File: src/hdl/ist_pkg.sv
// Shared types, constants and helpers for the slot table with timeout.
// No dependencies; every other file of the block imports this package.
`default_nettype none

package ist_pkg;

    // Table geometry
    localparam int TABLE_SLOTS = 16;
    localparam int SLOT_W      = $clog2(TABLE_SLOTS);
    localparam int CNT_W       = SLOT_W + 1;
    localparam logic [CNT_W-1:0] N_CNT = CNT_W'(TABLE_SLOTS);

    // Field widths
    localparam int OP_W   = 3;
    localparam int ID_W   = 16;
    localparam int IDX_W  = 4;
    localparam int AGE_W  = 17;
    localparam int LIM_W  = 16;

    // Configuration port
    localparam int PADDR_W = 3;
    localparam int PDATA_W = 32;
    localparam logic REG_TIMEOUT_LIMIT = 1'b0;   // word index paddr[2]
    localparam logic [LIM_W-1:0] LIMIT_RESET = LIM_W'(5);

    // Opcodes
    typedef logic [OP_W-1:0] t_opcode;
    localparam t_opcode OP_JOIN   = 3'd0;
    localparam t_opcode OP_INSERT = 3'd1;
    localparam t_opcode OP_TICK   = 3'd2;
    localparam t_opcode OP_HEARD  = 3'd3;
    localparam t_opcode OP_READ   = 3'd4;

    // Request from the sequencer to the slot store
    typedef struct packed {
        logic              rd_en;
        logic [SLOT_W-1:0] rd_addr;
        logic              id_we;
        logic [SLOT_W-1:0] id_addr;
        logic [ID_W-1:0]   id_wdata;
        logic              age_we;
        logic [SLOT_W-1:0] age_addr;
        logic [AGE_W-1:0]  age_wdata;
    } t_store_req;

    // Registered read data from the slot store
    typedef struct packed {
        logic [ID_W-1:0]  id;
        logic [AGE_W-1:0] age;
    } t_store_rd;

    // Low bits of a slot number as carried in result_index
    function automatic logic [IDX_W-1:0] res_idx(input logic [SLOT_W-1:0] slot);
        logic [SLOT_W+IDX_W-1:0] wide;
        wide = {{IDX_W{1'b0}}, slot};
        return wide[IDX_W-1:0];
    endfunction

endpackage

`default_nettype wire

File: src/hdl/ist_in_if.sv
// Request channel of the slot table: valid/ready plus one request word.
// Depends on ist_pkg for field widths.
`default_nettype none

interface ist_in_if import ist_pkg::*; ();

    logic              valid;
    logic              ready;
    logic [OP_W-1:0]   opcode;
    logic [ID_W-1:0]   member_id;
    logic [IDX_W-1:0]  slot_index;

    modport source (output valid, output opcode, output member_id, output slot_index,
                    input ready);
    modport sink   (input valid, input opcode, input member_id, input slot_index,
                    output ready);

endinterface

`default_nettype wire

File: src/hdl/ist_out_if.sv
// Response channel of the slot table: valid/ready plus one result word.
// Depends on ist_pkg for field widths.
`default_nettype none

interface ist_out_if import ist_pkg::*; ();

    logic              valid;
    logic              ready;
    logic              found;
    logic [IDX_W-1:0]  result_index;
    logic [ID_W-1:0]   slot_id;
    logic              timed_out;
    logic [AGE_W-1:0]  slot_age;

    modport source (output valid, output found, output result_index, output slot_id,
                    output timed_out, output slot_age, input ready);
    modport sink   (input valid, input found, input result_index, input slot_id,
                    input timed_out, input slot_age, output ready);

endinterface

`default_nettype wire

File: src/hdl/ist_cfg.sv
// APB-style register file holding the timeout limit.
// Depends on ist_pkg.
`default_nettype none

module ist_cfg import ist_pkg::*; (
    input  wire logic               i_clk,
    input  wire logic               i_rst_n,
    input  wire logic               psel,
    input  wire logic               penable,
    input  wire logic               pwrite,
    input  wire logic [PADDR_W-1:0] paddr,
    input  wire logic [PDATA_W-1:0] pwdata,
    output      logic [PDATA_W-1:0] prdata,
    output      logic               pready,
    output      logic [LIM_W-1:0]   o_timeout_limit
);

    logic [LIM_W-1:0] r_limit;
    logic             wr_limit;

    assign pready   = 1'b1;
    assign wr_limit = psel && penable && pwrite && pready
                      && (paddr[PADDR_W-1] == REG_TIMEOUT_LIMIT);

    always_ff @(posedge i_clk) begin
        if (!i_rst_n) begin
            r_limit <= LIMIT_RESET;
        end else if (wr_limit) begin
            r_limit <= pwdata[LIM_W-1:0];
        end
    end

    always_comb begin
        prdata = '0;
        if (paddr[PADDR_W-1] == REG_TIMEOUT_LIMIT) begin
            prdata = {{(PDATA_W-LIM_W){1'b0}}, r_limit};
        end
    end

    assign o_timeout_limit = r_limit;

endmodule

`default_nettype wire

File: src/hdl/ist_store.sv
// Slot store: id memory and age memory, one read port with registered data.
// Per-slot valid bits make never-written slots read as id 0, age 0. Depends on ist_pkg.
`default_nettype none

module ist_store import ist_pkg::*; (
    input  wire logic       i_clk,
    input  wire logic       i_rst_n,
    input  wire t_store_req i_req,
    output      t_store_rd  o_rd
);

    logic [ID_W-1:0]  id_mem  [TABLE_SLOTS];
    logic [AGE_W-1:0] age_mem [TABLE_SLOTS];

    logic [TABLE_SLOTS-1:0] r_id_vld;
    logic [TABLE_SLOTS-1:0] r_age_vld;
    logic [ID_W-1:0]        r_rd_id;
    logic [AGE_W-1:0]       r_rd_age;
    logic                   r_rd_id_vld;
    logic                   r_rd_age_vld;

    // Memory arrays: write port and registered read port
    always_ff @(posedge i_clk) begin
        if (i_req.id_we) begin
            id_mem[i_req.id_addr] <= i_req.id_wdata;
        end
        if (i_req.age_we) begin
            age_mem[i_req.age_addr] <= i_req.age_wdata;
        end
        if (i_req.rd_en) begin
            r_rd_id  <= id_mem[i_req.rd_addr];
            r_rd_age <= age_mem[i_req.rd_addr];
        end
    end

    // Valid bits: clear at reset, set on first write
    always_ff @(posedge i_clk) begin
        if (!i_rst_n) begin
            r_id_vld     <= '0;
            r_age_vld    <= '0;
            r_rd_id_vld  <= 1'b0;
            r_rd_age_vld <= 1'b0;
        end else begin
            if (i_req.id_we) begin
                r_id_vld[i_req.id_addr] <= 1'b1;
            end
            if (i_req.age_we) begin
                r_age_vld[i_req.age_addr] <= 1'b1;
            end
            if (i_req.rd_en) begin
                r_rd_id_vld  <= r_id_vld[i_req.rd_addr];
                r_rd_age_vld <= r_age_vld[i_req.rd_addr];
            end
        end
    end

    assign o_rd.id  = r_rd_id_vld  ? r_rd_id  : '0;
    assign o_rd.age = r_rd_age_vld ? r_rd_age : '0;

endmodule

`default_nettype wire

File: src/hdl/ist_ctrl.sv
// Sequencer: scans the slot store, does read-modify-write of ages,
// resolves join/insert and holds the result word. Depends on ist_pkg and the channel interfaces.
`default_nettype none

module ist_ctrl import ist_pkg::*; (
    input  wire logic             i_clk,
    input  wire logic             i_rst_n,
    input  wire logic [LIM_W-1:0] i_timeout_limit,
    ist_in_if.sink                i_req,
    ist_out_if.source             o_rsp,
    output      t_store_req       o_store_req,
    input  wire t_store_rd        i_store_rd
);

    typedef enum logic [2:0] {
        ST_IDLE = 3'b001,
        ST_SCAN = 3'b010,
        ST_DONE = 3'b100
    } t_state;

    t_state r_state;

    logic [OP_W-1:0]   r_op;
    logic [ID_W-1:0]   r_id;
    logic [IDX_W-1:0]  r_idx;
    logic [CNT_W-1:0]  r_cnt;
    logic              r_pv;
    logic [SLOT_W-1:0] r_pa;

    logic              r_hit;
    logic [SLOT_W-1:0] r_hit_idx;
    logic [ID_W-1:0]   r_hit_id;
    logic [AGE_W-1:0]  r_hit_age;
    logic              r_free;
    logic [SLOT_W-1:0] r_free_idx;
    logic [AGE_W-1:0]  r_free_age;

    logic              r_ovld;
    logic              r_o_found;
    logic [IDX_W-1:0]  r_o_idx;
    logic [ID_W-1:0]   r_o_id;
    logic              r_o_tmo;
    logic [AGE_W-1:0]  r_o_age;

    logic                    acc;
    logic                    in_range;
    logic                    single;
    logic                    rd_en;
    logic                    out_load;
    logic [SLOT_W+IDX_W-1:0] idx_wide;
    logic [SLOT_W-1:0]       idx_addr;
    logic [AGE_W:0]          age_inc;
    logic [AGE_W-1:0]        age_cap;
    logic [AGE_W-1:0]        tick_age;
    logic                    res_found;
    logic [IDX_W-1:0]        res_i;
    logic [ID_W-1:0]         res_id;
    logic [AGE_W-1:0]        res_age;

    assign i_req.ready = (r_state == ST_IDLE);
    assign acc         = i_req.valid && i_req.ready;

    assign in_range = {{CNT_W{1'b0}}, i_req.slot_index} < {{IDX_W{1'b0}}, N_CNT};
    assign single   = (r_op == OP_HEARD) || (r_op == OP_READ);
    assign idx_wide = {{SLOT_W{1'b0}}, r_idx};
    assign idx_addr = idx_wide[SLOT_W-1:0];

    assign rd_en    = (r_state == ST_SCAN) && (r_cnt < N_CNT);
    assign out_load = (r_state == ST_DONE) && (!r_ovld || o_rsp.ready);

    // Tick update: age+1, forced to limit+1 on free slots or past the limit
    assign age_inc  = {1'b0, i_store_rd.age} + {{AGE_W{1'b0}}, 1'b1};
    assign age_cap  = {1'b0, i_timeout_limit} + {{LIM_W{1'b0}}, 1'b1};
    assign tick_age = ((i_store_rd.id == '0) || (age_inc > {2'b00, i_timeout_limit}))
                      ? age_cap : age_inc[AGE_W-1:0];

    // Store requests
    always_comb begin
        o_store_req           = '0;
        o_store_req.rd_en     = rd_en;
        o_store_req.rd_addr   = single ? idx_addr : r_cnt[SLOT_W-1:0];
        o_store_req.age_addr  = r_pa;
        o_store_req.id_addr   = r_free_idx;
        o_store_req.id_wdata  = r_id;
        if (r_pv && (r_op == OP_TICK)) begin
            o_store_req.age_we    = 1'b1;
            o_store_req.age_wdata = tick_age;
        end
        if (r_pv && (r_op == OP_HEARD)) begin
            o_store_req.age_we    = 1'b1;
            o_store_req.age_wdata = '0;
        end
        // Join/insert without a match takes the first free slot
        if (out_load && !r_hit && r_free) begin
            o_store_req.id_we = 1'b1;
        end
    end

    // Result selection
    always_comb begin
        res_found = r_hit || r_free;
        res_i     = '0;
        res_id    = '0;
        res_age   = '0;
        if (r_hit) begin
            res_i   = res_idx(r_hit_idx);
            res_id  = r_hit_id;
            res_age = r_hit_age;
        end else if (r_free) begin
            res_i   = res_idx(r_free_idx);
            res_id  = r_id;
            res_age = r_free_age;
        end
    end

    // Sequencer
    always_ff @(posedge i_clk) begin
        if (!i_rst_n) begin
            r_state <= ST_IDLE;
            r_cnt   <= '0;
            r_pv    <= 1'b0;
            r_hit   <= 1'b0;
            r_free  <= 1'b0;
        end else begin
            r_pv <= rd_en;
            unique case (r_state)
                ST_IDLE: begin
                    if (acc) begin
                        r_state <= ST_SCAN;
                        r_hit   <= 1'b0;
                        r_free  <= 1'b0;
                        case (i_req.opcode) inside
                            OP_JOIN, OP_INSERT, OP_TICK: r_cnt <= '0;
                            OP_HEARD, OP_READ:           r_cnt <= in_range ? '0 : N_CNT;
                            default:                     r_cnt <= N_CNT;
                        endcase
                    end
                end
                ST_SCAN: begin
                    if (rd_en) begin
                        r_cnt <= single ? N_CNT : r_cnt + {{SLOT_W{1'b0}}, 1'b1};
                    end
                    if (r_pv) begin
                        case (r_op) inside
                            OP_JOIN, OP_INSERT: begin
                                if (!r_free && (i_store_rd.id == '0)) begin
                                    r_free <= 1'b1;
                                end
                                if ((r_op == OP_JOIN) && !r_hit && (i_store_rd.id == r_id)) begin
                                    r_hit <= 1'b1;
                                end
                            end
                            OP_HEARD, OP_READ: r_hit <= 1'b1;
                            default: ;
                        endcase
                    end
                    if ((r_cnt == N_CNT) && !r_pv) begin
                        r_state <= ST_DONE;
                    end
                end
                ST_DONE: begin
                    if (out_load) begin
                        r_state <= ST_IDLE;
                    end
                end
                default: r_state <= ST_IDLE;
            endcase
        end
    end

    // Item and scan payload
    always_ff @(posedge i_clk) begin
        if (acc) begin
            r_op  <= i_req.opcode;
            r_id  <= i_req.member_id;
            r_idx <= i_req.slot_index;
        end
        if (rd_en) begin
            r_pa <= o_store_req.rd_addr;
        end
        if (r_pv) begin
            if (((r_op == OP_JOIN) || (r_op == OP_INSERT)) && !r_free
                    && (i_store_rd.id == '0)) begin
                r_free_idx <= r_pa;
                r_free_age <= i_store_rd.age;
            end
            if (((r_op == OP_JOIN) && !r_hit && (i_store_rd.id == r_id)) || single) begin
                r_hit_idx <= r_pa;
                r_hit_id  <= i_store_rd.id;
                r_hit_age <= (r_op == OP_HEARD) ? '0 : i_store_rd.age;
            end
        end
    end

    // Output register: holds the result word until taken
    always_ff @(posedge i_clk) begin
        if (!i_rst_n) begin
            r_ovld <= 1'b0;
        end else if (out_load) begin
            r_ovld <= 1'b1;
        end else if (o_rsp.ready) begin
            r_ovld <= 1'b0;
        end
    end

    always_ff @(posedge i_clk) begin
        if (out_load) begin
            r_o_found <= res_found;
            r_o_idx   <= res_i;
            r_o_id    <= res_id;
            r_o_age   <= res_age;
            r_o_tmo   <= res_found && (res_age > {1'b0, i_timeout_limit});
        end
    end

    assign o_rsp.valid        = r_ovld;
    assign o_rsp.found        = r_o_found;
    assign o_rsp.result_index = r_o_idx;
    assign o_rsp.slot_id      = r_o_id;
    assign o_rsp.timed_out    = r_o_tmo;
    assign o_rsp.slot_age     = r_o_age;

    // Age write-back never lands on the entry being read in the same cycle
    a_no_rw_overlap: assert property (@(posedge i_clk) disable iff (!i_rst_n)
        (o_store_req.age_we && o_store_req.rd_en) |-> (o_store_req.age_addr != o_store_req.rd_addr))
        else $error("age write collides with read");

    // Id write happens only after the scan has finished
    a_id_we_no_scan: assert property (@(posedge i_clk) disable iff (!i_rst_n)
        o_store_req.id_we |-> (!o_store_req.rd_en && !r_pv))
        else $error("id write during scan");

    // A miss carries all-zero fields
    a_miss_zero: assert property (@(posedge i_clk) disable iff (!i_rst_n)
        (r_ovld && !r_o_found) |-> ((r_o_idx == '0) && (r_o_id == '0) && (r_o_age == '0)
                                    && !r_o_tmo))
        else $error("miss result carries nonzero fields");

    // Ages never exceed the largest limit plus one
    a_age_bound: assert property (@(posedge i_clk) disable iff (!i_rst_n)
        o_store_req.age_we |-> (o_store_req.age_wdata <= {1'b1, {LIM_W{1'b0}}}))
        else $error("age written out of range");

endmodule

`default_nettype wire

File: src/hdl/id_slot_table_with_timeout_core.sv
// Top level of the slot table with timeout: channels, register port, sequencer, store.
// Depends on ist_pkg, ist_in_if, ist_out_if, ist_cfg, ist_store, ist_ctrl.
//
// Usage:
//   i_req carries one request word (opcode, member_id, slot_index) with valid/ready;
//   o_rsp returns exactly one result word per request with valid/ready.
//   The APB port holds timeout_limit at byte address 0; pready is always high.
// Operation:
//   The member ids and ages live in two single-port-read memories. Join, insert
//   and tick scan every slot, one read a cycle; tick writes each age back in the
//   cycle after its read. Heard and read touch one slot.
// Sequencing:
//   join/insert/tick are paced by the one-slot-per-cycle scan of the read port.
//   The result word shows up the cycle after the sequencer finishes.
// Reset and stalls:
//   Reset clears the valid bits, so every slot reads as free with age 0, and
//   sets the limit to 5. A stalled receiver holds the result in the output
//   register; the next request is still accepted and worked on, and the
//   sequencer waits to hand over its result until the register frees up.
`default_nettype none

module id_slot_table_with_timeout_core import ist_pkg::*; (
    input  wire logic               i_clk,
    input  wire logic               i_rst_n,
    ist_in_if.sink                  i_req,
    ist_out_if.source               o_rsp,
    input  wire logic               psel,
    input  wire logic               penable,
    input  wire logic               pwrite,
    input  wire logic [PADDR_W-1:0] paddr,
    input  wire logic [PDATA_W-1:0] pwdata,
    output      logic [PDATA_W-1:0] prdata,
    output      logic               pready
);

    logic [LIM_W-1:0] timeout_limit;
    t_store_req       store_req;
    t_store_rd        store_rd;

    // Limit register
    ist_cfg u_cfg (
        .i_clk           (i_clk),
        .i_rst_n         (i_rst_n),
        .psel            (psel),
        .penable         (penable),
        .pwrite          (pwrite),
        .paddr           (paddr),
        .pwdata          (pwdata),
        .prdata          (prdata),
        .pready          (pready),
        .o_timeout_limit (timeout_limit)
    );

    // Id and age memories
    ist_store u_store (
        .i_clk   (i_clk),
        .i_rst_n (i_rst_n),
        .i_req   (store_req),
        .o_rd    (store_rd)
    );

    // Scan sequencer and result register
    ist_ctrl u_ctrl (
        .i_clk           (i_clk),
        .i_rst_n         (i_rst_n),
        .i_timeout_limit (timeout_limit),
        .i_req           (i_req),
        .o_rsp           (o_rsp),
        .o_store_req     (store_req),
        .i_store_rd      (store_rd)
    );

endmodule

`default_nettype wire

File: src/flat_wrapper.sv
// flat-port wrapper written by rule: the top's interface ports become plain ports
module id_slot_table_with_timeout_core_flat import ist_pkg::*;
  (i_clk, i_rst_n, psel, penable, pwrite, paddr, pwdata, prdata, pready, i_req_valid, i_req_opcode, i_req_member_id, i_req_slot_index, i_req_ready, o_rsp_valid, o_rsp_found, o_rsp_result_index, o_rsp_slot_id, o_rsp_timed_out, o_rsp_slot_age, o_rsp_ready);
  ist_in_if i_req_i ();
  ist_out_if o_rsp_i ();
  input  wire logic i_clk;
  input  wire logic i_rst_n;
  input  wire logic psel;
  input  wire logic penable;
  input  wire logic pwrite;
  input  wire logic [PADDR_W-1:0] paddr;
  input  wire logic [PDATA_W-1:0] pwdata;
  output      logic [PDATA_W-1:0] prdata;
  output      logic pready;
  input wire logic [$bits(i_req_i.valid)-1:0] i_req_valid;
  input wire logic [$bits(i_req_i.opcode)-1:0] i_req_opcode;
  input wire logic [$bits(i_req_i.member_id)-1:0] i_req_member_id;
  input wire logic [$bits(i_req_i.slot_index)-1:0] i_req_slot_index;
  output wire logic [$bits(i_req_i.ready)-1:0] i_req_ready;
  output wire logic [$bits(o_rsp_i.valid)-1:0] o_rsp_valid;
  output wire logic [$bits(o_rsp_i.found)-1:0] o_rsp_found;
  output wire logic [$bits(o_rsp_i.result_index)-1:0] o_rsp_result_index;
  output wire logic [$bits(o_rsp_i.slot_id)-1:0] o_rsp_slot_id;
  output wire logic [$bits(o_rsp_i.timed_out)-1:0] o_rsp_timed_out;
  output wire logic [$bits(o_rsp_i.slot_age)-1:0] o_rsp_slot_age;
  input wire logic [$bits(o_rsp_i.ready)-1:0] o_rsp_ready;
  assign i_req_i.valid = i_req_valid;
  assign i_req_i.opcode = i_req_opcode;
  assign i_req_i.member_id = i_req_member_id;
  assign i_req_i.slot_index = i_req_slot_index;
  assign i_req_ready = i_req_i.ready;
  assign o_rsp_valid = o_rsp_i.valid;
  assign o_rsp_found = o_rsp_i.found;
  assign o_rsp_result_index = o_rsp_i.result_index;
  assign o_rsp_slot_id = o_rsp_i.slot_id;
  assign o_rsp_timed_out = o_rsp_i.timed_out;
  assign o_rsp_slot_age = o_rsp_i.slot_age;
  assign o_rsp_i.ready = o_rsp_ready;
  id_slot_table_with_timeout_core u_core (.i_clk(i_clk), .i_rst_n(i_rst_n), .i_req(i_req_i), .o_rsp(o_rsp_i), .psel(psel), .penable(penable), .pwrite(pwrite), .paddr(paddr), .pwdata(pwdata), .prdata(prdata), .pready(pready));
endmodule
File: config.mk
export PLATFORM = sky130hd
export DESIGN_NAME = id_slot_table_with_timeout_core_flat
export DESIGN_NICKNAME = d
export VERILOG_FILES = /design/src/hdl/ist_pkg.sv /design/src/hdl/ist_in_if.sv /design/src/hdl/ist_out_if.sv /design/src/hdl/ist_cfg.sv /design/src/hdl/ist_store.sv /design/src/hdl/ist_ctrl.sv /design/src/hdl/id_slot_table_with_timeout_core.sv /design/src/flat_wrapper.sv
export SDC_FILE = /design/constraint.sdc
export NUM_CORES = 1
export LEC_CHECK = 0
export ABC_AREA = 1
export BUFFER_PORTS_ARGS = -buffer_cell sky130_fd_sc_hd__clkbuf_2
export CORE_AREA = 4 4 235 237
export DETAILED_ROUTE_END_ITERATION = 7
export DIE_AREA = 0 0 239 241
export GPL_ROUTABILITY_DRIVEN = 0
export PLACE_DENSITY = 0.81
export RECOVER_POWER = 100
export SYNTH_ARGS = -nofsm -noshare
export SYNTH_HDL_FRONTEND = slang
export SYNTH_SLANG_ARGS = --single-unit
File: constraint.sdc
create_clock -name i_clk -period 4.85 [get_ports i_clk]
set_input_delay 0.7275 -clock i_clk [delete_from_list [all_inputs] [get_ports i_clk]]
set_output_delay 0.7275 -clock i_clk [all_outputs]
set_load 0.1 [all_outputs]
**Yosys cells after proc, flatten, opt, wreduce, memory -nomap -nowiden**

Memory sizes are Yosys's and may differ from the RTL's. A register that Yosys moved wholly into a read port is not among the register bits.
Cells that the tools add are included.

- Order comparisons: 8
- Eq/ne operators: 22
- Bitwise gates (word level): 3
- Multiplexer cells: 50
- $add $sub $neg: 3
- Reduce and logical (&&, ||, !) cells: 44

Operators by type and width:

| cell | count |
|---|---|
| 17-bit 2-to-1 mux | 6 |
| 16-bit 2-to-1 mux | 4 |
| 16-bit bitwise OR | 2 |
| 5-bit 2-to-1 mux | 5 |
| 1-bit 2-to-1 mux | 21 |
| 1-bit logical AND | 19 |
| 17-bit by 1-bit adder with 18-bit output (second input constant) | 1 |
| 18-bit by 16-bit greater-than comparator with 1-bit output | 1 |
| 16-bit by 1-bit adder with 17-bit output (second input constant) | 1 |
| 17-bit by 16-bit greater-than comparator with 1-bit output | 1 |
| 16-bit equality test | 1 |
| 16-bit zero test | 1 |
| 3-bit by 2-bit equality test with 1-bit output (second input constant) | 5 |
| 4-bit by 5-bit < comparator with 1-bit output (second input constant) | 3 |
| 4-bit 2-to-1 mux | 3 |
| 5-bit one-hot mux with 2 select lines | 1 |
| 5-bit AND reduction | 2 |
| 3-bit by 1-bit equality test with 1-bit output (second input constant) | 3 |
| 3-bit equality test (second input constant) | 3 |
| 3-bit 2-to-1 mux | 3 |
| 3-bit one-hot mux with 3 select lines | 1 |
| 1-bit binary-select mux with 4-bit select | 2 |
| 1-bit demux with 4-bit select | 2 |
| 4-bit by 1-bit greater-or-equal comparator with 1-bit output (second input constant) | 2 |
| other kinds (17) | 37 |

- Flip-flop bits (word level): 186
- Memory bits (writable): 528
- Input port bits: 65
- Output and inout port bits: 74
- Memories: 2

Memories:

| name | depth | bits a word | rd ports | clocked after memory_dff | wr ports | RTL line | text |
|---|---|---|---|---|---|---|---|
| u_core.u_store.age_mem | 16 | 17 | 1 | 1 | 1 | ist_store.sv:13 | `logic [AGE_W-1:0] age_mem [TABLE_SLOTS];` |
| u_core.u_store.id_mem | 16 | 16 | 1 | 1 | 1 | ist_store.sv:12 | `logic [ID_W-1:0] id_mem [TABLE_SLOTS];` |

**Longest topological paths before layout**

Gate-level depths: netlist (run 1).

- Depth after elaboration: 8
- Gate-level depth with buffers: 25

**Cells and area by module**

A second synthesis (run 1) with hierarchy kept.

- Cell total of the unflattened synthesis: 2751
- Area total of the unflattened synthesis: 31640.3 µm²

By module, submodules not included:

| module | instances | area each (µm²) | seq. area each (µm²) | cells each |
|---|---|---|---|---|
| ist_store | 1 | 23466.3 | 17526.8 | 1867 |
| ist_ctrl | 1 | 7128.1 | 3963.8 | 726 |
| ist_cfg | 1 | 1046.0 | 320.3 | 158 |

**Least setup slack after synthesis (run 1)**

No wires, ideal clock.

- Path type: register to register
- Start point: register u_core.u_store.r_rd_id_vld
- End point: register u_core.u_ctrl.r_hit_age[0], enable pin
- Cell stages (with the launch flop): 11
- Buffers on the path: 2
- Slack: 1.295 ns
- Arrival time: 3.111 ns
- Data required time: 4.406 ns
- Cells stage by stage: dfxtp_1 > clkbuf_1 > buf_2 > nand2_1 > inv_1 > nand2_1 > a22oi_1 > nand2_1 > nor2_1 > nand3_1 > a21oi_1

RTL lines:

| item | RTL line | text |
|---|---|---|
| from (decl) | ist_store.sv:19 | `logic r_rd_id_vld;` |
| from (signal assigned) | ist_store.sv:51 | `r_rd_id_vld <= r_id_vld[i_req.rd_addr];` |
| to (signal assigned) | ist_ctrl.sv:190 | `r_hit_age <= (r_op == OP_HEARD) ? '0 : i_store_rd.age;` |
| to (decl) | ist_ctrl.sv:33 | `logic [AGE_W-1:0] r_hit_age;` |

==> results.tsv, run 1 <==
stage	metric	value	unit
run_status	status	finished with violations	
run_status	violated checks	max-capacitance violations, max-slew violations	
placed_design	DP HPWL	44.3	mm
grt	largest net degree at the start of global routing	142	
synthesis	commonest register cell after synthesis	edfxtp_1	
finish	ratio of cells with drive above 1 in the final layout	7.02	%
floorplan	core area	53300	um2
drt	via density per instance	6.19	
synthesis	post-synthesis sequential area ratio	69.3	%
drt	number of remaining DRC errors	0	
synthesis	Yosys cell types	44	
floorplan	Starting Density	59.1	%
critical_path	CP Launch Type	flip-flop	
finish	Layout area overhead	10.5	%
critical_path	WP data arrival	4.84	ns
synthesis	FF+latch count, synth	747	
clocking	clock buffer count from CTS	68	
sta	crit path time final	4.34	ns
critical_path	Crit path required time	5.36	ns
critical_path	crit path capture type	flip-flop	
clocking	Root Driver	clkbuf_16	
sta	Final Cycle Share	89.4	%
sta	fmax	231	MHz
placed_design	placed insts	3408	
finish	Layout Nets	2883	
sta	total negative slack	0	ns
clocking	CTS tree	done	
sta	# setup viols final	0	
critical_path	Max Fanout on Critical Path	22	
critical_path	Buf+Inv Stages, Crit Path	3	
sta	slew at the pin with the worst max-slew slack	2.60	ns
synthesis	Syn Area/Cell	11.7	um2
floorplan	Die Span Y	241	um
drt	antenna-violating nets left	0	
power_and_ir_drop	peak supply drop	0.263	mV
sta	Worst slew margin	-74.0	%
grt	Overflow after GRT	0	
power_and_ir_drop	Pleak	0.0129	uW
grt	global-route wire length before repair	117	mm
sta	Slew Limit Fails	714	
grt	initial antenna violation count	1	
synthesis	Synth Cell Area	31500	um2
clocking	latest clock arrival within the worst-skew pair	0.62	ns
synthesis	Synth Instances	2687	
clocking	CTS sink cnt	747	
floorplan	Die ar.	57600	um2
sta	RSZ-0062 raised after global routing	false	
finish	fill count	3592	
placed_design	port bufs	103	
synthesis	ys async rst share	0	%
synthesis	number of synthesized flops with an enable pin	685	
grt	vias in the first global route	21000	
floorplan	row count	85	
floorplan	Die Wd	239	um
clocking	CTS HTree Levels	3	
clocking	CTS clk-pin slew, worst paths	0.06	ns
critical_path	worst-path cell chain	inv_1 > nand3_1 > nor2_1 > clkbuf_1 > nand3_1 > nand2_1 > inv_1	
critical_path	Critical-path top delay cell	nor2_1	
hold_path	Hold Path Class	in -> reg	
power_and_ir_drop	pwr dens	430	nW/um2
sta	Final Hold Fails	0	
grt	total track usage	26.5	%
critical_path	worst setup path class	reg -> reg	
finish	Final Non-Filler Cells	3530	
synthesis	Yosys warning total	0	
drt	WL final	78.4	mm
floorplan	io pins	139	
critical_path	delay-heaviest family, CP	simple AND/OR/NAND/NOR gates	
drt	Detailed Routing Iterations Pass 1	7	
critical_path	CP max stage delay	1.92	ns
sta	post-route clock skew	0.0241	ns
job	maxcap violations	24	
drt	vias after detailed routing	21800	
drt	Iter 0 DRT Violations	3001	
drt	Routed wire per std cell	22.2	um
clocking	Longest Clk Path Bufs	3	
-- cells by family after synthesis --
| family | share of synthesized area (%) |
|---|---|
| AO/OA/AOI/OAI | 11.7 |
| XOR/XNOR | 0.752 |
| adder cells (fa/ha/maj) | 1.43 |
| buffers and inverters | 5.75 |
| flip-flops | 69.3 |
| other | 0.0239 |
| AND/OR/NAND/NOR | 11.0 |
-- placed cells by master, fill, tap and decap left out, types with 46 or more instances in the layout --
cell type,count
edfxtp_1,685
nor2_1,362
o21ai_0,302
nand2_1,283
inv_1,262
o211ai_1,201
nand3_1,127
clkbuf_1,120
clkbuf_16,71
dfxtp_1,62
clkbuf_2,46
-- state kept, by name (all words and copies together) (netlist names), 17 cells and up --
register	cells
u_core.u_store.age_mem	272
u_core.u_ctrl.o_rsp.slot_age	17
u_core.u_ctrl.r_hit_age	17
u_core.u_ctrl.r_free_age	17
u_core.u_store.r_rd_age	17
u_core.u_store.id_mem	256
-- synth_stat cells (2+ instances only) --
library cell	n	share of area, %
a211oi_1	2	0.048
a21boi_0	5	0.12
a21oi_1	46	0.73
a22o_1	18	0.50
a22oi_1	2	0.048
buf_1	3	0.036
buf_2	59	0.94
buf_4	26	0.62
buf_6	7	0.25
clkbuf_1	59	0.70
clkinv_1	3	0.036
conb_1	2	0.024
dfxtp_1	62	3.9
edfxtp_1	685	65
ha_1	36	1.4
inv_1	259	3.1
inv_2	5	0.060
nand2_1	280	3.3
nand2_2	6	0.12
nand3_1	126	2.0
nand3b_1	5	0.12
nand4_1	13	0.26
nor2_1	391	4.7
nor2_2	2	0.040
nor3_1	17	0.27
nor4_1	3	0.060
o211ai_1	201	4.8
o21a_1	13	0.31
o21ai_0	301	4.8
o21ai_1	6	0.095
o21ai_2	4	0.11
o22ai_1	3	0.060
xor2_1	26	0.72
-- metal layers --
layer	global-route usage [%]	part of all wire, %	vias up
li1	-	-	9663
met1	35.5	36	10400
met2	42.8	47	1517
met3	4.82	12	281
met4	12.7	4.4	0
met5	0	0	-
-- stage by stage --
stage          area, um2  utilization, %  hold WS [ns]  worst slack [ns]  total power, uW
6_report           34800            65.2         0.290             0.515            14900
5_1_grt            34800            65.2         0.278            0.0614            15500
4_1_cts            35000            65.8         0.266             0.222            14900
3_5_place_dp       32800            61.6         0.455             0.290             9610
3_3_place_gp       32800            61.6         0.448             0.546             9510
2_1_floorplan      31500               -         0.440              1.30             9020
-- report_power, final --
part	switching [uW]	internal, uW	total, uW
clock network	2260	3120	5380
logic	1650	605	2260
registers	144	7170	7310
-- cell type report --
| type | instances | area, um2 | area share, % |
|---|---|---|---|
| antenna | 1 | 2.50 | 0.00720 |
| clock buffer | 92 | 1860 | 5.34 |
| clock inverter | 29 | 367 | 1.05 |
| inverter | 267 | 1000 | 2.88 |
| multi-input combinational | 1533 | 8030 | 23.1 |
| sequential | 747 | 21800 | 62.7 |
| tap | 696 | 871 | 2.51 |
| timing repair buffer | 165 | 827 | 2.38 |
-- worst paths after layout --
kind,end,slack (ns),from,cells after the start
setup / recovery,u_core.u_store.r_rd_age_vld$_SDFFE_PN0P_,0.51,u_core.u_ctrl.r_state[2]$_SDFFE_PN0P_,7
hold / removal,u_core.u_ctrl.idx_addr[3]$_DFFE_PP_,0.29,i_req_slot_index[3],1
setup reg to reg,u_core.u_store.r_rd_age_vld$_SDFFE_PN0P_,0.51,u_core.u_ctrl.r_state[2]$_SDFFE_PN0P_,7
hold reg to reg,u_core.u_store.r_id_vld[13]$_SDFFE_PN0P_,0.47,u_core.u_store.r_id_vld[13]$_SDFFE_PN0P_,1
-- what timing repair did --
item                                    4_1_cts  5_1_grt
hold buffers                                  0        0
gates resized for setup                       0       11
buffers inserted                              0        0
hold endpoints to repair                      0        0
endpoints found under the setup margin        0      112
Note: power is estimated with default switching activity, not from simulation.
==> run 2: changes to the inputs <==
--- a/config.mk
+++ b/config.mk
@@ -9,7 +9,7 @@
 export BUFFER_PORTS_ARGS = -buffer_cell sky130_fd_sc_hd__clkbuf_2
-export CORE_AREA = 4 4 235 237
+export CORE_AREA = 4 4 233 235
 export DETAILED_ROUTE_END_ITERATION = 7
-export DIE_AREA = 0 0 239 241
+export DIE_AREA = 0 0 237 239
 export GPL_ROUTABILITY_DRIVEN = 0
-export PLACE_DENSITY = 0.81
+export PLACE_DENSITY = 0.82
 export RECOVER_POWER = 100
==> constraint.sdc (replaced) <==
create_clock -name i_clk -period 4.85 [get_ports i_clk]
set_input_delay 0.2425 -clock i_clk [delete_from_list [all_inputs] [get_ports i_clk]]
set_output_delay 0.2425 -clock i_clk [all_outputs]
set_load 0.1 [all_outputs]
==> run 2 against run 1 <==
The flow still finishes with violations (max-capacitance violations, max-slew violations); clock power fell by 2%; utilization up 1.9 points; sequential cell count did not move; routed wire length grew 3.2%; sequential power about the same; via count is 1.9% higher; sequential share of layout area down 0.51 points.
==> results.tsv, run 2 (synthesis gave the netlist of run 1 again) <==
stage	metric	value	unit
floorplan	core area	52200	um2
critical_path	internal reg-to-reg setup slack	0.32	ns
job	maxcap violations	29	
finish	number of flip-flops in the largest register	272	
clocking	Root Driver	clkbuf_16	
drt	Iter 0 DRT Violations	3302	
placed_design	Placement Setup Slack	0.512	ns
power_and_ir_drop	peak supply drop	0.247	mV
floorplan	row count	84	
floorplan	Die ar.	56600	um2
power_and_ir_drop	combinational group share of total power	15.3	%
sta	final hold slack	0.0838	ns
sta	final worst slack	0.323	ns
sta	RSZ-0062 raised after global routing	false	
critical_path	CP Launch Type	flip-flop	
sta	fmax	221	MHz
clocking	CTS sink cnt	747	
power_and_ir_drop	Sw Ratio	27.5	%
drt	number of remaining DRC errors	0	
critical_path	crit path capture type	flip-flop	
critical_path	worst r2r src	u_core.u_store.r_rd_age_vld$_SDFFE_PN0P_	
sta	Final Hold Fails	0	
sta	# setup viols final	0	
power_and_ir_drop	clock network power share	35.4	%
grt	largest net degree at the start of global routing	142	
sta	post-route clock skew	0.0282	ns
clocking	CTS tree	done	
hold_path	Worst Hold Depth	4	
sta	Worst slew margin	-86.7	%
hold_path	Hold Path Class	in -> reg	
floorplan	io pins	139	
finish	register area	21800	um2
sta	Final Cycle Share	93.3	%
finish	largest register by flop count	u_core.u_store.age_mem	
sta	Slew Limit Fails	651	
grt	total track usage	27.8	%
finish	final core occ	67.1	%
finish	Layout area overhead	11.4	%
finish	ratio of cells with drive above 1 in the final layout	6.62	%
drt	Routed wire per std cell	22.7	um
sta	total negative slack	0	ns
drt	vias after detailed routing	22300	
floorplan	Die Wd	237	um
sta	crit path time final	4.53	ns
run_status	status	finished with violations	
clocking	Longest Clk Path Bufs	3	
critical_path	reg2reg end	u_core.u_store.age_mem[8][3]$_DFFE_PP_	
hold_path	Hold Crit Start	i_req_valid	
drt	via density per instance	6.25	
clocking	post_cts resized	0	
critical_path	Crit path required time	5.12	ns
drt	WL final	80.9	mm
critical_path	WP data arrival	4.80	ns
power_and_ir_drop	Seq pwr share	49.2	%
placed_design	port bufs	103	
drt	Detailed Routing Iterations Pass 1	6	
finish	Layout Nets	2921	
finish	multi-input logic area	8000	um2
clocking	CTS HTree Levels	3	
critical_path	Max Fanout on Critical Path	16	
hold_path	Hold EP	u_core.u_ctrl.r_state[2]$_SDFFE_PN0P_	
grt	initial antenna violation count	0	
critical_path	Reg2Reg Depth	22	
floorplan	Die Span Y	239	um
power_and_ir_drop	Pleak	0.0130	uW
finish	fill count	3382	
critical_path	worst setup path class	reg -> reg	
clocking	latest clock arrival within the worst-skew pair	0.62	ns
finish	biggest regs	u_core.u_store.age_mem (272), u_core.u_store.id_mem (256)	
grt	global-route wire length before repair	122	mm
grt	Overflow after GRT	0	
run_status	violated checks	max-capacitance violations, max-slew violations	
power_and_ir_drop	internal power	10800	uW
finish	commonest non-fill, non-tap cell in the layout	edfxtp_1	
grt	vias in the first global route	21800	
placed_design	DP HPWL	44.5	mm
drt	antenna-violating nets left	0	
floorplan	Starting Density	60.2	%
sta	slew at the pin with the worst max-slew slack	2.80	ns
power_and_ir_drop	pwr dens	424	nW/um2
finish	diodes inserted	0	
power_and_ir_drop	sw power	4090	uW
clocking	clock buffer count from CTS	70	
clocking	CTS clk-pin slew, worst paths	0.06	ns
finish	commonest non-fill, non-tap cells in the layout	edfxtp_1, nor2_1, o21ai_0	
[run 2: cell types whose count changed in the layout (fill, tap and decap cells not counted), sizes merged]
cell | before | now
dlygate4sd3 | 0 | 40
clkinv | 21 | 28
bufinv | 8 | 3
buf | 19 | 16
inv | 266 | 264
clkbuf | 238 | 239
diode | 1 | 0
[run 2: worst max-delay path by stage]
stage / slack (ns) / startpoint / endpoint
floorplan: 1.30 / u_core.u_store.r_rd_id_vld$_SDFFE_PN0P_ / u_core.u_ctrl.r_hit_age[0]$_SDFFCE_PN0P_
global placement: 0.73 / u_core.u_store.r_rd_age_vld$_SDFFE_PN0P_ / u_core.u_store.age_mem[8][3]$_DFFE_PP_
detailed placement: 0.51 / u_core.u_store.r_rd_age_vld$_SDFFE_PN0P_ / u_core.u_store.age_mem[9][3]$_DFFE_PP_
CTS: 0.48 / u_core.u_store.r_rd_age_vld$_SDFFE_PN0P_ / u_core.u_store.age_mem[1][3]$_DFFE_PP_
global route: 0.02 / u_core.u_store.r_rd_age_vld$_SDFFE_PN0P_ / u_core.u_store.age_mem[8][3]$_DFFE_PP_
finish: 0.32 / u_core.u_store.r_rd_age_vld$_SDFFE_PN0P_ / u_core.u_store.age_mem[8][3]$_DFFE_PP_
[run 2: critical path: stages (launching register included)]
cell	delay, ns
dfxtp_1	0.38
nand2_2	0.09
inv_1	0.17
ha_1	0.22
nand3_1	0.16
inv_1	0.14
nand2_1	0.09
nor2_1	0.21
nand2_1	0.13
xor2_1	0.23
inv_1	0.07
ha_1	0.27
nand2_1	0.05
inv_1	0.07
nand2_1	0.05
nor2_1	0.15
nand3_1	0.09
nand3b_1	0.16
nand2_1	0.28
nand2_2	0.25
nand2_1	0.14
nand2_1	0.06
nor2_1	0.74
[run 2: power groups by stage]
stage | combinational, uW | sequential, uW | clock, uW
floorplan | 1570 | 7450 | 0
global placement | 2070 | 7430 | 0
detailed placement | 2160 | 7430 | 0
CTS | 2240 | 7300 | 5280
global route | 2460 | 7320 | 5570
finish | 2280 | 7310 | 5260
[run 2: cell type report]
cell class / count / area share [%]
clock buffer: 94 / 5.55
inverter: 267 / 2.86
tap: 688 / 2.46
sequential: 747 / 62.2
clock inverter: 29 / 0.671
timing repair buffer: 201 / 3.40
multi-input combinational: 1533 / 22.8
[run 2: metal layers]
metal	global-route usage, %	part of all wire, %	vias up
met1	36.2	35	10600
met5	0	0	-
met4	13.1	4.2	0
met2	45.9	48	1632
met3	5.27	12	284
li1	-	-	9730
[run 2: repair_timing]
item | in CTS | in global routing
setup buffers | 0 | 0
hold endpoints to repair | 40 | 0
hold buffers | 40 | 0
setup endpoints to repair | 0 | 0
[run 2: through the flow]
step / instance area [um2] / cells / power (uW)
CTS: 35400 / 3559 / 14800
global route: 35000 / 3559 / 15300
detailed placement: 32800 / 3396 / 9600
global placement: 32800 / 3396 / 9500
floorplan: 31500 / 2702 / 9020
finish: 35000 / 3559 / 14900
